==> src/hw/rtl/hmr_pkg.sv <==
// Shared constants and types for the min-heap replace-top block.
package hmr_pkg;

	localparam int HMR_MAX_ENTRIES = 256;
	localparam int VAL_W           = 64;
	localparam int HSIZE_W         = 9;
	localparam int CFG_IDX_W       = 1;

	localparam logic KIND_REPLACE = 1'b0;
	localparam logic KIND_CLEAR   = 1'b1;

	localparam logic [CFG_IDX_W-1:0] CFG_HEAP_SIZE  = 1'b0;
	localparam logic [CFG_IDX_W-1:0] CFG_FILL_VALUE = 1'b1;

	localparam logic [HSIZE_W-1:0] HSIZE_RST = 9'd256;
	localparam logic [VAL_W-1:0]   FILL_RST  = 64'd0;

	typedef struct packed {
		logic signed [VAL_W-1:0] current_min;
		logic signed [VAL_W-1:0] evicted_min;
	} hmr_res_t;

endpackage

==> src/hw/rtl/hmr_ctrl.sv <==
// Sequencer: reset sweep, clear sweep and sift-down over the heap store.
module hmr_ctrl import hmr_pkg::*; #(
	parameter int MAX_ENTRIES = HMR_MAX_ENTRIES,
	parameter int AW          = 8,
	parameter int PW          = 10
) (
	input  logic                       clk,
	input  logic                       arst_n,
	input  logic                       in_valid,
	output logic                       in_ready,
	input  logic                       in_kind,
	input  logic signed [VAL_W-1:0]    in_value,
	input  logic [HSIZE_W-1:0]         heap_size,
	input  logic signed [VAL_W-1:0]    fill_value,
	output logic                       res_valid,
	input  logic                       res_ready,
	output hmr_res_t                   res,
	output logic                       wr_en,
	output logic [AW-1:0]              wr_addr,
	output logic [VAL_W-1:0]           wr_data,
	output logic [AW-1:0]              rd_addr_a,
	output logic [AW-1:0]              rd_addr_b,
	input  logic [VAL_W-1:0]           rd_data_a,
	input  logic [VAL_W-1:0]           rd_data_b
);

	localparam logic [2:0] ST_INIT = 3'd0;
	localparam logic [2:0] ST_IDLE = 3'd1;
	localparam logic [2:0] ST_CLR  = 3'd2;
	localparam logic [2:0] ST_RD   = 3'd3;
	localparam logic [2:0] ST_CMP  = 3'd4;
	localparam logic [2:0] ST_FIN  = 3'd5;

	logic [2:0]              state_q;
	logic [AW-1:0]           idx_q;
	logic [PW-1:0]           pos_q;
	logic signed [VAL_W-1:0] val_q;
	logic signed [VAL_W-1:0] old_q;
	logic signed [VAL_W-1:0] root_q;

	logic [31:0]             hs_ext;
	logic [PW-1:0]           n_act;
	logic [PW-1:0]           lc;
	logic [PW-1:0]           rc;
	logic                    pick_l;
	logic                    pick_r;
	logic signed [VAL_W-1:0] left_v;
	logic signed [VAL_W-1:0] right_v;
	logic signed [VAL_W-1:0] cur_v;
	logic                    sweep_last;

	always_comb begin
		hs_ext = 32'(heap_size);
		if (hs_ext == 32'd0) begin
			n_act = PW'(1);
		end else if (hs_ext > 32'(MAX_ENTRIES)) begin
			n_act = PW'(MAX_ENTRIES);
		end else begin
			n_act = PW'(hs_ext);
		end
	end

	assign lc      = pos_q << 1;
	assign rc      = lc | PW'(1);
	assign left_v  = $signed(rd_data_a);
	assign right_v = $signed(rd_data_b);
	assign pick_l  = (lc <= n_act) && (left_v < val_q);
	assign cur_v   = pick_l ? left_v : val_q;
	assign pick_r  = (rc <= n_act) && (right_v < cur_v);
	assign sweep_last = (PW'(idx_q) + PW'(1)) == n_act;

	assign in_ready  = (state_q == ST_IDLE);
	assign res_valid = (state_q == ST_FIN);
	assign res.evicted_min = old_q;
	assign res.current_min = root_q;

	assign rd_addr_a = AW'(lc - PW'(1));
	assign rd_addr_b = AW'(lc);

	always_comb begin
		wr_en   = 1'b0;
		wr_addr = AW'(pos_q - PW'(1));
		wr_data = val_q;
		case (state_q)
			ST_INIT: begin
				wr_en   = 1'b1;
				wr_addr = idx_q;
				wr_data = FILL_RST;
			end
			ST_CLR: begin
				wr_en   = 1'b1;
				wr_addr = idx_q;
				wr_data = fill_value;
			end
			ST_CMP: begin
				wr_en = 1'b1;
				if (pick_r) begin
					wr_data = right_v;
				end else if (pick_l) begin
					wr_data = left_v;
				end
			end
			default: begin
				wr_en = 1'b0;
			end
		endcase
	end

	always_ff @(posedge clk or negedge arst_n) begin
		if (!arst_n) begin
			state_q <= ST_INIT;
			idx_q   <= '0;
			pos_q   <= PW'(1);
			root_q  <= FILL_RST;
		end else begin
			if (wr_en && wr_addr == '0) begin
				root_q <= wr_data;
			end
			case (state_q)
				ST_INIT: begin
					idx_q <= idx_q + AW'(1);
					if (idx_q == AW'(MAX_ENTRIES - 1)) begin
						state_q <= ST_IDLE;
					end
				end
				ST_IDLE: begin
					if (in_valid) begin
						idx_q <= '0;
						pos_q <= PW'(1);
						state_q <= (in_kind == KIND_CLEAR) ? ST_CLR : ST_RD;
					end
				end
				ST_CLR: begin
					idx_q <= idx_q + AW'(1);
					if (sweep_last) begin
						state_q <= ST_FIN;
					end
				end
				ST_RD: begin
					state_q <= ST_CMP;
				end
				ST_CMP: begin
					if (pick_r) begin
						pos_q   <= rc;
						state_q <= ST_RD;
					end else if (pick_l) begin
						pos_q   <= lc;
						state_q <= ST_RD;
					end else begin
						state_q <= ST_FIN;
					end
				end
				ST_FIN: begin
					if (res_ready) begin
						state_q <= ST_IDLE;
					end
				end
				default: begin
					state_q <= ST_IDLE;
				end
			endcase
		end
	end

	always_ff @(posedge clk) begin
		if (in_valid && in_ready) begin
			old_q <= root_q;
			val_q <= in_value;
		end
	end

endmodule

==> config.mk <==
export PLATFORM = sky130hd
export DESIGN_NAME = hmr_ctrl
export DESIGN_NICKNAME = d
export VERILOG_FILES = /design/src/hw/rtl/hmr_pkg.sv /design/src/hw/rtl/hmr_ctrl.sv
export SDC_FILE = /design/constraint.sdc
export NUM_CORES = 1
export LEC_CHECK = 0
export BUFFER_PORTS_ARGS = -buffer_cell sky130_fd_sc_hd__buf_2
export CAP_MARGIN = 20
export CORE_AREA = 2 2 192 194
export CTS_BUF_LIST = sky130_fd_sc_hd__clkbuf_4 sky130_fd_sc_hd__clkbuf_8 sky130_fd_sc_hd__clkbuf_16
export DETAILED_ROUTE_END_ITERATION = 8
export DIE_AREA = 0 0 194 196
export HOLD_SLACK_MARGIN = 0.1
export PLACE_DENSITY = 0.67
export RECOVER_POWER = 100
export SLEW_MARGIN = 10
export SYNTH_ARGS = -nofsm -noshare
export SYNTH_HDL_FRONTEND = slang
export SYNTH_SLANG_ARGS = --single-unit
==> constraint.sdc <==
create_clock -name clk -period 9.55 [get_ports clk]
set_input_delay 0.955 -clock clk [delete_from_list [all_inputs] [get_ports clk]]
set_output_delay 0.955 -clock clk [all_outputs]
set_load 0.05 [all_outputs]
== Yosys cells after proc, flatten, opt, wreduce, memory -nomap -nowiden ==
Cells that the tools add are included.

* Add/subtract/negate cells: 4
* Order comparisons: 5
* Eq/ne operators: 12
* Muxes and demuxes: 21
* Reduce and logical (&&, ||, !) cells: 14

{| class="wikitable"
|+ Operators by type and width
! kind !! count
|-
| $pmux 64 s3 || 1
|-
| $lt 64x64->1 || 2
|-
| $mux 64 || 2
|-
| $mux 9 || 4
|-
| $le 10x10->1 || 2
|-
| $mux 3 || 6
|-
| $pmux 3 s6 || 1
|-
| $pmux 9 s2 || 1
|-
| $mux 8 || 2
|-
| $pmux 8 s2 || 1
|-
| $sub 8x1->8 const B || 2
|-
| $eq 9x10->1 || 1
|-
| $mux 10 || 1
|-
| $add 8x1->9 const B || 1
|-
| $gt 9x9->1 const B || 1
|-
| $logic_not 9->1 || 1
|-
| $add 8x1->8 const B || 1
|-
| $eq 8x8->1 const B || 1
|-
| $logic_not 8->1 || 1
|-
| $eq 3x2->1 const B || 2
|-
| $eq 3x3->1 const B || 2
|-
| $ne 2x2->1 const B || 3
|-
| $logic_and 1x1->1 || 4
|-
| $reduce_and 4->1 || 1
|-
| 10 further kinds || 12
|}

* Register bits after elaboration: 212
* Input bits: 270
* Output and inout port bits: 219

== Logic depth before layout (Yosys ltp) ==
Gate-level depths: netlist of the first run.

* Depth after elaboration: 10
* Mapped depth: 26
* Gate-level depth less buffers: 22

== Least setup slack after synthesis of the first run ==
OpenSTA, ideal clock, no wires.

* Path kind: input-to-output
* Start: input port rd_data_a[25]
* End: output port wr_data[11]
* Arrival time: 7169 ps
* Data required time: 8595 ps
* Setup slack: 1426 ps
* Cell stages on the path: 23
* Path buffers: 3
* Cell sequence: ha_1 -> a21o_1 -> a221o_1 -> a221oi_1 -> nor4_1 -> or4_1 -> o21ai_1 -> clkbuf_1 -> nand3_1 -> and2_1 -> ha_1 -> and4_1 -> and3_4 -> o21a_1 -> a2111oi_2 -> nand2_1 -> or4_4 -> or4_1 -> o21a_1 -> buf_6 -> buf_6 -> mux2i_1 -> a21oi_1

* Longest elaborated chain between the ends: 7

{| class="wikitable"
|+ Ends and longest elaborated chain
! item !! line !! text
|-
| start, declared || hmr_ctrl.sv:23 || <nowiki>input logic [VAL_W-1:0] rd_data_a,</nowiki>
|-
| $lt 64x64->1 || hmr_ctrl.sv:67 || <nowiki>assign pick_l = (lc <= n_act) && (left_v < val_q);</nowiki>
|-
| $logic_and 1x1->1 || hmr_ctrl.sv:67 ||
|-
| $mux 64 (*) || hmr_ctrl.sv:68, hmr_ctrl.sv:99 ||
|-
| $lt 64x64->1 || hmr_ctrl.sv:69 || <nowiki>assign pick_r = (rc <= n_act) && (right_v < cur_v);</nowiki>
|-
| $logic_and 1x1->1 || hmr_ctrl.sv:69 ||
|-
| $mux 64 (*) || hmr_ctrl.sv:97 || <nowiki>if (pick_r) begin</nowiki>
|-
| $pmux 64 s3 (*) || hmr_ctrl.sv:84 || <nowiki>case (state_q)</nowiki>
|-
| end, declared || hmr_ctrl.sv:20 || <nowiki>output logic [VAL_W-1:0] wr_data,</nowiki>
|}

Every way passes the cells marked *; elsewhere a longest branch is shown, timed or not.

== Worst setup path after layout of the first run ==
* Start: input port rd_data_a[63]
* End: output port wr_data[22]

The elaborated chain is that of the path after synthesis.

==> results.py, run 1 <==
metrics = {
    "routing": {
        "wirelength_um": 55170,
        "drtIter0Drc": 1190,
        "drtAntennaViolNets": 0,
        "drtPass1Iterations": 5,
        "detail_route.wl_per_cell_um": 21.76,
        "vias": 14605,
        "vias_per_cell": 5.761,
        "drc": 0,
    },
    "floorplan": {
        "ios": 489,
        "die_w_um": 194,
        "dieHeight_um": 196,
        "start_util": 0.4046,
        "dieArea_um2": 38020,
        "num_rows": 70,
        "core_area_um2": 36080,
    },
    "sta": {
        "finalCriticalPeriod_ps": 9123,
        "finalHoldViolations": 0,
        "final.setup_skew_ps": 12.05,
        "drv_slew": 296,
        "relSlewSlack": -1.128,
        "fmax_mhz": 109.6,
        "final.setup.tns_ps": 0,
        "fin_crit_sh": 0.9553,
        "setup_viol": 0,
        "rsz0062_at_grt": "false",
        "layout_setup_ws_ps": 426.5,
        "tightest_slew_ps": 3193,
    },
    "synth": {
        "synth_edf_count": 128,
        "synth_area_um2": 14600,
        "synth_area_leaders": "edfxtp_1 26%, dfrtp_1 14%, ha_1 12%",
        "async_reset_ff_frac": 0.3962,
        "avgSynthCellArea_um2": 9.056,
        "ys_seq_elements": 212,
        "synth_top_area_share": 0.2633,
        "syn-num-nets": 2019,
        "yosysUniqueCellTypes": 68,
        "yosys_warnings": 0,
        "ys.flop_type": "edfxtp_1",
        "synth_area_leader_cell": "edfxtp_1",
        "ys_seq_area_frac": 0.4074,
        "synthMostInstantiatedCell": "nor2_1",
        "synthTopCellsByCount": "169 x nor2_1, 167 x a21oi_1, 157 x o21ai_0",
        "syn_inst": 1612,
    },
    "power": {
        "leakagePower_nw": 8.178,
        "peakVddDrop_mv": 0.2849,
        "power_density_nw_per_um2": 406.3,
        "power.total_mw": 7.335,
    },
    "global_route": {
        "antenna_found_initial": 11,
        "grt_pass1_wl_um": 82860,
        "grt_use_total": 0.2774,
        "grt_overflow": 0,
        "grt_pass1_vias": 14341,
        "grt_max_degree": 87,
    },
    "clocking": {
        "clockBufferDepth": 3,
        "cts_buffers": 24,
        "htree_levels": 1,
        "root_buffer": "clkbuf_16",
        "clk_latency_ps": 540,
        "cts_tree": "built",
        "clkSinkCount": 212,
        "holdBufCountCts": 0,
        "clkTransAtPathRegs_ps": 60,
    },
    "setup_path": {
        "path_cells": "buf_2 -> ha_1 -> and4_1 -> nand4_1 -> or3_1 -> nor4_1 -> nor4_2 -> and3_2 -> buf_4 -> o21ai_0 -> and2_1 -> ha_1 -> o21ai_0 -> o21a_1 -> o21ai_1 -> a2111oi_2 -> nand2_1 -> or4_4 -> or4_1 -> o21a_4 -> buf_12 -> mux2i_1 -> a21oi_1 -> clkbuf_2",
        "critPathSlowestCell": "nor4_1",
        "worstSetupStartpointType": "input port",
        "max_stage_delay_ps": 720,
        "crit_fanout": 36,
        "crit_arrival_ps": 8170,
        "cp.required_ps": 8600,
        "cp-end-kind": "output pin",
        "crit_type": "input port to output pin",
    },
    "placement": {
        "place_ws_ps": 228.2,
        "dp_cells": 2483,
        "gp_congestion": 0.9167,
        "port_buffers": 486,
        "hpwl_um": 41090,
    },
    "outcome": {
        "status": "finished, violations left",
        "failed_checks": "capacitance limit, slew limit",
    },
    "layout": {
        "drive_gt1_frac": 0.1991,
        "fin_nets": 2448,
        "n_fill_cell": 3508,
        "layout.cells.non_filler": 2535,
        "synthToLayoutAreaGrowth_pct": 23.66,
        "fin_util": 0.5003,
    },
    "worst_hold_path": {
        "min_path_type": "flop to flop",
    },
    "run": {
        "maxCapViolCount": 5,
    },
}
==> power by group <==
part           switching (mW)  internal (mW)
Combinational            3.59           1.22
Clock                   0.381          0.588
Sequential              0.225           1.33
==> worst paths after layout <==
check	startpoint	depth (start not counted)	end	slack [ps]
max in group asynchronous	arst_n	2	state_q[2]$_DFFE_PN0P_	4340
setup reg to reg	state_q[2]$_DFFE_PN0P_	5	old_q[29]$_DFFE_PP_	1080
hold / removal	root_q[10]$_DFFE_PN0P_	0	old_q[10]$_DFFE_PP_	470
setup / recovery	rd_data_a[63]	24	wr_data[22]	430
hold reg to reg	root_q[10]$_DFFE_PN0P_	0	old_q[10]$_DFFE_PP_	470
min in group asynchronous	arst_n	1	root_q[38]$_DFFE_PN0P_	1040
==> per-stage QoR <==
stage | hold slack [ps] | instance area [µm²]
floorplan | 498.2 | 14600
global placement | 452.4 | 17460
detailed placement | 452.8 | 17460
CTS | 378.1 | 18270
global route | 479.0 | 18050
finish | 470.1 | 18050
==> area by class of cell <==
cell class              instances  area [µm²]  share of cell area
diodes                          8       20.02            0.001109
clock buffers                  42       753.2             0.04172
clock inverters                 2       60.06            0.003327
inverters                      81       305.3             0.01691
multi-input cells            1217        7971              0.4415
flip-flops and latches        212        5948              0.3295
well taps                     468       585.6             0.03243
repair buffers                505        2410              0.1335
==> critical path, delay by kind of cell <==
family | cells | cell delay, ps
buffers and inverters | 4 | 980
adders and majority gates | 2 | 640
muxes | 1 | 160
and+or+nand+nor | 10 | 3640
AOI/OAI and AO/OA | 7 | 1730
==> kinds of logic (layout without fill, tap and decap cells) <==
family          count (synthesis)  in the layout  synth area share
compound gates                484            484            0.1905
xor+xnor                       20             20           0.01200
fa+ha+maj                     137            137            0.1174
buf+inv                       183            630           0.05254
flops                         212            212            0.4074
mux                            69             69           0.04739
other cells                     2             10         0.0005144
simple gates                  505            505            0.1723
==> state kept, by name, summed over array words and instances, names as in the netlist <==
register and flops:
root_q 64, idx_q 8, val_q 64, pos_q 9
state_q 3, old_q 64
==> per-layer routing <==
layer	global-route usage	routed length (µm)
met5	0	20
met4	0.08810	1654
met3	0.04315	4218
met2	0.4704	26640
met1	0.3642	22640
==> layout by cell type, fill, tap and decap left out, types with 25 or more instances in the layout <==
cell and n:
nand2_1 54, and2_1 69, dfrtp_1 82, buf_2 272, ha_1 137, mux2i_1 68, and3_1 70, nor2_1 168
nand3_1 79, clkbuf_1 159, o21ai_0 159, clkbuf_16 25, inv_1 79, a21oi_1 168, a31oi_1 68, clkbuf_2 57
edfxtp_1 128
==> timing repair <==
item | CTS | global route
resized for setup | 0 | 1
endpoints found under the hold margin | 0 | 0
setup endpoints to repair | 0 | 28
buffers inserted | 0 | 0
Note: power is estimated with default switching activity, not from simulation.
==> run 2, diff against run 1 <==
--- a/config.mk
+++ b/config.mk
@@ -5,14 +5,15 @@
 export SDC_FILE = /design/constraint.sdc
 export NUM_CORES = 1
 export LEC_CHECK = 0
-export BUFFER_PORTS_ARGS = -buffer_cell sky130_fd_sc_hd__buf_2
+export ABC_AREA = 1
+export BUFFER_PORTS_ARGS = -buffer_cell sky130_fd_sc_hd__buf_4
 export CAP_MARGIN = 20
-export CORE_AREA = 2 2 192 194
+export CORE_AREA = 2 2 190 192
 export CTS_BUF_LIST = sky130_fd_sc_hd__clkbuf_4 sky130_fd_sc_hd__clkbuf_8 sky130_fd_sc_hd__clkbuf_16
 export DETAILED_ROUTE_END_ITERATION = 8
-export DIE_AREA = 0 0 194 196
+export DIE_AREA = 0 0 192 194
 export HOLD_SLACK_MARGIN = 0.1
-export PLACE_DENSITY = 0.67
+export PLACE_DENSITY = 0.66
 export RECOVER_POWER = 100
 export SLEW_MARGIN = 10
 export SYNTH_ARGS = -nofsm -noshare
==> results.py, run 2 <==
metrics = {
    "outcome": {
        "status": "finished, violations left",
        "failed_checks": "capacitance limit, slew limit",
    },
    "clocking": {
        "holdBufCountCts": 0,
        "cts_buffers": 25,
        "cts_setup_buffers": 0,
        "htree_levels": 1,
        "clk_latency_ps": 540,
        "root_buffer": "clkbuf_16",
        "clkSinkCount": 212,
        "cts_tree": "built",
        "clockBufferDepth": 3,
        "ctsResizeCount": 0,
        "clkTransAtPathRegs_ps": 60,
    },
    "layout": {
        "fin_util": 0.5121,
        "layout_common_cells": "587 x nand2_1, 261 x buf_4, 170 x inv_1",
        "drive_gt1_frac": 0.1882,
        "fin_area_um2": 18040,
        "mostFrequentLayoutCell": "nand2_1",
        "fin_nets": 2562,
        "largest_registers": "old_q (64), root_q (64), val_q (64)",
        "synthToLayoutAreaGrowth_pct": 28.29,
    },
    "synth": {
        "synthSimpleGateAreaFrac": 0.2922,
        "synth_area_um2": 14060,
        "synth-compound-area-share": 0.07332,
        "ys.flop_type": "edfxtp_1",
        "synth_edf_count": 128,
        "syn-num-nets": 2122,
        "async_reset_ff_frac": 0.3962,
        "synth_xor_area_frac": 0.01059,
        "synthMuxAreaShare": 0,
        "yosys_warnings": 0,
        "synthMostInstantiatedCell": "nand2_1",
        "synth_top_family_by_area": "simple AND/OR/NAND/NOR gates",
        "synth_adder_area_share": 0.1219,
        "avgSynthCellArea_um2": 8.199,
        "synth_area_leaders": "edfxtp_1 27%, nand2_1 16%, dfrtp_1 15%",
        "syn_inst": 1715,
        "synthTopCellsByCount": "588 x nand2_1, 170 x inv_1, 137 x ha_1",
        "ys_seq_area_frac": 0.4229,
        "ys_seq_elements": 212,
        "synth_top_area_share": 0.2734,
        "yosysUniqueCellTypes": 48,
        "synth_area_leader_cell": "edfxtp_1",
    },
    "floorplan": {
        "dieArea_um2": 37250,
        "dieHeight_um": 194,
        "num_rows": 69,
        "core_area_um2": 35220,
        "die_w_um": 192,
        "start_util": 0.3992,
        "ios": 489,
    },
    "run": {
        "maxCapViolCount": 6,
    },
    "sta": {
        "layout_setup_ws_ps": 723.5,
        "drv_slew": 285,
        "tightest_slew_ps": 3577,
        "finalHoldViolations": 0,
        "final.setup_skew_ps": 10.61,
        "fmax_mhz": 113.3,
        "fin_crit_sh": 0.9242,
        "relSlewSlack": -1.385,
        "setup_viol": 0,
        "final.setup.tns_ps": 0,
        "finalCriticalPeriod_ps": 8826,
        "rsz0062_at_grt": "false",
    },
    "power": {
        "peakVddDrop_mv": 0.2889,
        "power_density_nw_per_um2": 375.1,
        "leakagePower_nw": 8.631,
    },
    "setup_path": {
        "max_stage_delay_ps": 650,
        "cp.required_ps": 8600,
        "worstSetupStartpointType": "input port",
        "cp-end-kind": "output pin",
        "crit_type": "input port to output pin",
        "crit_fanout": 65,
        "critPathSlowestCell": "buf_4",
        "critPathBufInv": 5,
        "crit_arrival_ps": 7870,
        "cp_top_family": "simple AND/OR/NAND/NOR gates",
    },
    "global_route": {
        "grt_overflow": 0,
        "antenna_found_initial": 9,
        "grt_max_degree": 79,
        "grt_use_total": 0.2830,
        "grt_pass1_wl_um": 81170,
        "grt_pass1_vias": 13809,
    },
    "worst_hold_path": {
        "min_path_type": "flop to flop",
    },
    "routing": {
        "wirelength_um": 54100,
        "detail_route.wl_per_cell_um": 20.49,
        "vias_per_cell": 5.260,
        "drtIter0Drc": 858,
        "drc": 0,
        "drtPass1Iterations": 5,
        "vias": 13891,
        "drtAntennaViolNets": 0,
    },
    "placement": {
        "placed_area_um2": 18000,
        "gp_congestion": 0.9126,
        "port_buffers": 486,
        "place_ws_ps": 1149,
        "hpwl_um": 40640,
    },
}
-- run 2: cell families after synthesis --
group | Yosys count
flops | 212
simple gates | 894
other cells | 2
fa+ha+maj | 137
buf+inv | 262
compound gates | 191
xor+xnor | 17
-- run 2: final timing paths --
kind	start	endpoint	slack [ps]	cells after the start
max in group asynchronous	arst_n	root_q[10]$_DFFE_PN0P_	4590	2
hold reg to reg	root_q[57]$_DFFE_PN0P_	old_q[57]$_DFFE_PP_	470	0
setup reg to reg	pos_q[4]$_DFFE_PN0P_	pos_q[3]$_DFFE_PN0P_	2590	22
hold / removal	root_q[57]$_DFFE_PN0P_	old_q[57]$_DFFE_PP_	470	0
setup / recovery	heap_size[2]	wr_data[43]	720	29
min in group asynchronous	arst_n	root_q[55]$_DFFE_PN0P_	1160	1
-- run 2: power by group --
part / switching (mW) / internal (mW)
sequential: 0.193 / 1.35
clock: 0.403 / 0.642
combinational: 3.22 / 0.955
-- run 2: area by class of cell --
class / count / area (µm²)
antenna: 7 / 17.52
sequential: 212 / 5947
multi-input combinational: 1241 / 6837
fill: 3545 / 17190
inverter: 174 / 653.1
clock inverter: 15 / 216.5
clock buffer: 30 / 675.6
tap: 461 / 576.8
timing repair buffer: 501 / 3115
-- run 2: stage by stage --
step	cells	power [mW]	hold slack, ps
4_1_cts	2633	7.092	397.0
3_5_place_dp	2588	6.028	459.3
6_report	2641	6.765	472.4
3_3_place_gp	2588	5.987	458.3
2_1_floorplan	1715	4.645	485.6
5_1_grt	2641	7.145	488.7
-- run 2: layer usage --
metal	GRT usage	vias to the layer above	routed length [µm]
met5	0	-	23
li1	-	6652	-
met4	0.09217	4	1691
met2	0.4737	595	25550
met1	0.3656	6543	22540
met3	0.05647	97	4298
==> run 3, diff against run 2 <==
==> constraint.sdc (replaced) <==
create_clock -name clk -period 9.2 [get_ports clk]
set_input_delay 0.92 -clock clk [delete_from_list [all_inputs] [get_ports clk]]
set_output_delay 0.92 -clock clk [all_outputs]
set_load 0.05 [all_outputs]
==> results.py, run 3 (synthesis results as in run 2) <==
metrics = {
    "sta": {
        "tightest_slew_ps": 3590,
        "setup_viol": 0,
        "finalHoldViolations": 0,
        "fin_crit_sh": 0.9169,
        "finalCriticalPeriod_ps": 8435,
        "final.setup_skew_ps": 14.58,
        "relSlewSlack": -1.393,
        "fmax_mhz": 118.5,
        "rsz0062_at_grt": "false",
        "final.setup.tns_ps": 0,
        "drv_slew": 286,
    },
    "floorplan": {
        "dieHeight_um": 194,
        "die_w_um": 192,
        "core_area_um2": 35220,
        "dieArea_um2": 37250,
        "ios": 489,
        "num_rows": 69,
        "start_util": 0.3992,
    },
    "routing": {
        "drtIter0Drc": 1029,
        "drtPass1Iterations": 5,
        "vias_per_cell": 5.226,
        "detail_route.wl_per_cell_um": 20.16,
        "drtAntennaViolNets": 0,
        "wirelength_um": 53260,
        "vias": 13807,
        "drc": 0,
    },
    "setup_path": {
        "crit_fanout": 81,
        "crit_type": "input port to output pin",
        "max_stage_delay_ps": 750,
        "r2r_cells": 26,
        "critPathSlowestCell": "o21ai_0",
        "crit_top_cell": "nand2_1",
        "crit_arrival_ps": 7520,
        "r2r_end": "root_q[41]$_DFFE_PN0P_",
        "cp.required_ps": 8280,
        "worst-r2r-setup-slack_ps": 2600,
        "r2r_start": "val_q[63]$_DFFE_PP_",
        "worstSetupStartpointType": "input port",
        "critPathCapture": "wr_data[41]",
        "critical_path.startpoint": "heap_size[6]",
        "cp-end-kind": "output pin",
    },
    "layout": {
        "drive_gt1_frac": 0.1868,
        "largest_registers": "old_q (64), root_q (64), val_q (64)",
        "fin_nets": 2561,
        "synthToLayoutAreaGrowth_pct": 27.25,
        "layout.cells.non_filler": 2642,
        "layout_common_cells": "588 x nand2_1, 216 x buf_4, 170 x inv_1",
        "n_fill_cell": 3495,
        "mostFrequentLayoutCell": "nand2_1",
    },
    "power": {
        "switching_share": 0.5712,
        "p_sw_mw": 3.937,
        "power_density_nw_per_um2": 385.2,
        "seqPwrFrac": 0.232,
        "peakVddDrop_mv": 0.2759,
        "combPwrFrac": 0.613,
        "p_clk_frac": 0.155,
        "p_int_mw": 2.955,
        "leakagePower_nw": 8.571,
    },
    "clocking": {
        "holdBufCountCts": 0,
        "clkTransAtPathRegs_ps": 60,
        "htree_levels": 1,
        "cts_setup_buffers": 0,
        "clockBufferDepth": 3,
        "cts_buffers": 25,
        "clk_latency_ps": 540,
        "cts_tree": "built",
        "root_buffer": "clkbuf_16",
        "ctsResizeCount": 0,
        "clkSinkCount": 212,
    },
    "global_route": {
        "grt_pass1_wl_um": 80660,
        "grt_overflow": 0,
        "grt_pass1_vias": 13741,
        "grt_use_total": 0.2813,
        "antenna_found_initial": 7,
        "grt_max_degree": 82,
    },
    "placement": {
        "hpwl_um": 40770,
        "dp_cells": 2588,
        "port_buffers": 486,
        "gp_congestion": 0.9119,
    },
    "outcome": {
        "status": "finished, violations left",
        "failed_checks": "capacitance limit, slew limit",
    },
    "run": {
        "maxCapViolCount": 6,
    },
    "worst_hold_path": {
        "min_path_type": "flop to flop",
    },
}
==> run 3: cell types whose count changed in the layout (fill, tap and decap cells not counted), sizes merged <==
cell | before | now
buf | 261 | 216
bufinv | 5 | 4
clkbuf | 270 | 316
diode | 7 | 8
clkinv | 8 | 7
inv | 175 | 176
==> run 3: final cells by class <==
type | count | area, µm² | area share
Antenna cell | 8 | 20.02 | 0.001119
Sequential cell | 212 | 5947 | 0.3324
Tap cell | 461 | 576.8 | 0.03224
Clock inverter | 14 | 193.9 | 0.01084
Inverter | 174 | 653.1 | 0.03650
Multi-Input combinational cell | 1241 | 6808 | 0.3805
Clock buffer | 32 | 690.7 | 0.03860
Timing Repair Buffer | 500 | 3003 | 0.1678
==> run 3: per-layer routing <==
metal	GRT usage	share of wire
met1	0.3674	0.42
met2	0.4669	0.47
met3	0.05176	0.079
met4	0.09726	0.031
met5	0	0.00030
==> run 3: per-stage QoR <==
stage,worst slack [ps],power [mW],util,hold slack (ps),area [µm²]
4_1_cts,881.4,7.321,0.5361,367.0,18880
6_report,764.7,6.892,0.5080,473.5,17890
2_1_floorplan,1321,4.822,-,485.6,14060
3_3_place_gp,1016,6.185,0.5110,456.7,18000
5_1_grt,116.6,7.298,0.5078,487.4,17890
3_5_place_dp,914.3,6.235,0.5110,460.0,18000
==> run 3: worst max-delay path: cells and delay by family <==
kind | cells | cell delay (ps)
AO/OA/AOI/OAI | 4 | 1550
buffers and inverters | 4 | 1210
AND/OR/NAND/NOR | 19 | 3140
adder cells (fa/ha/maj) | 2 | 640
==> run 3: worst min path at each step <==
stage                                 from                endpoint  slack [ps]  depth (start not counted)
floorplan             pos_q[0]$_DFFE_PN1P_    pos_q[0]$_DFFE_PN1P_         490                          2
global placement    root_q[56]$_DFFE_PN0P_     old_q[56]$_DFFE_PP_         460                          0
detailed placement   root_q[9]$_DFFE_PN0P_      old_q[9]$_DFFE_PP_         460                          0
CTS                                 arst_n  root_q[51]$_DFFE_PN0P_         370                          1
global route        root_q[54]$_DFFE_PN0P_     old_q[54]$_DFFE_PP_         490                          0
finish              root_q[49]$_DFFE_PN0P_     old_q[49]$_DFFE_PP_         470                          0
==> run 3: power groups by stage <==
stage | combinational [mW] | clock (mW) | sequential (mW)
after floorplan | 2.50 | 0 | 2.33
after global placement | 4.59 | 0 | 1.60
after detailed placement | 4.63 | 0 | 1.61
after CTS | 4.64 | 1.09 | 1.59
after global routing | 4.53 | 1.13 | 1.64
final | 4.22 | 1.07 | 1.60
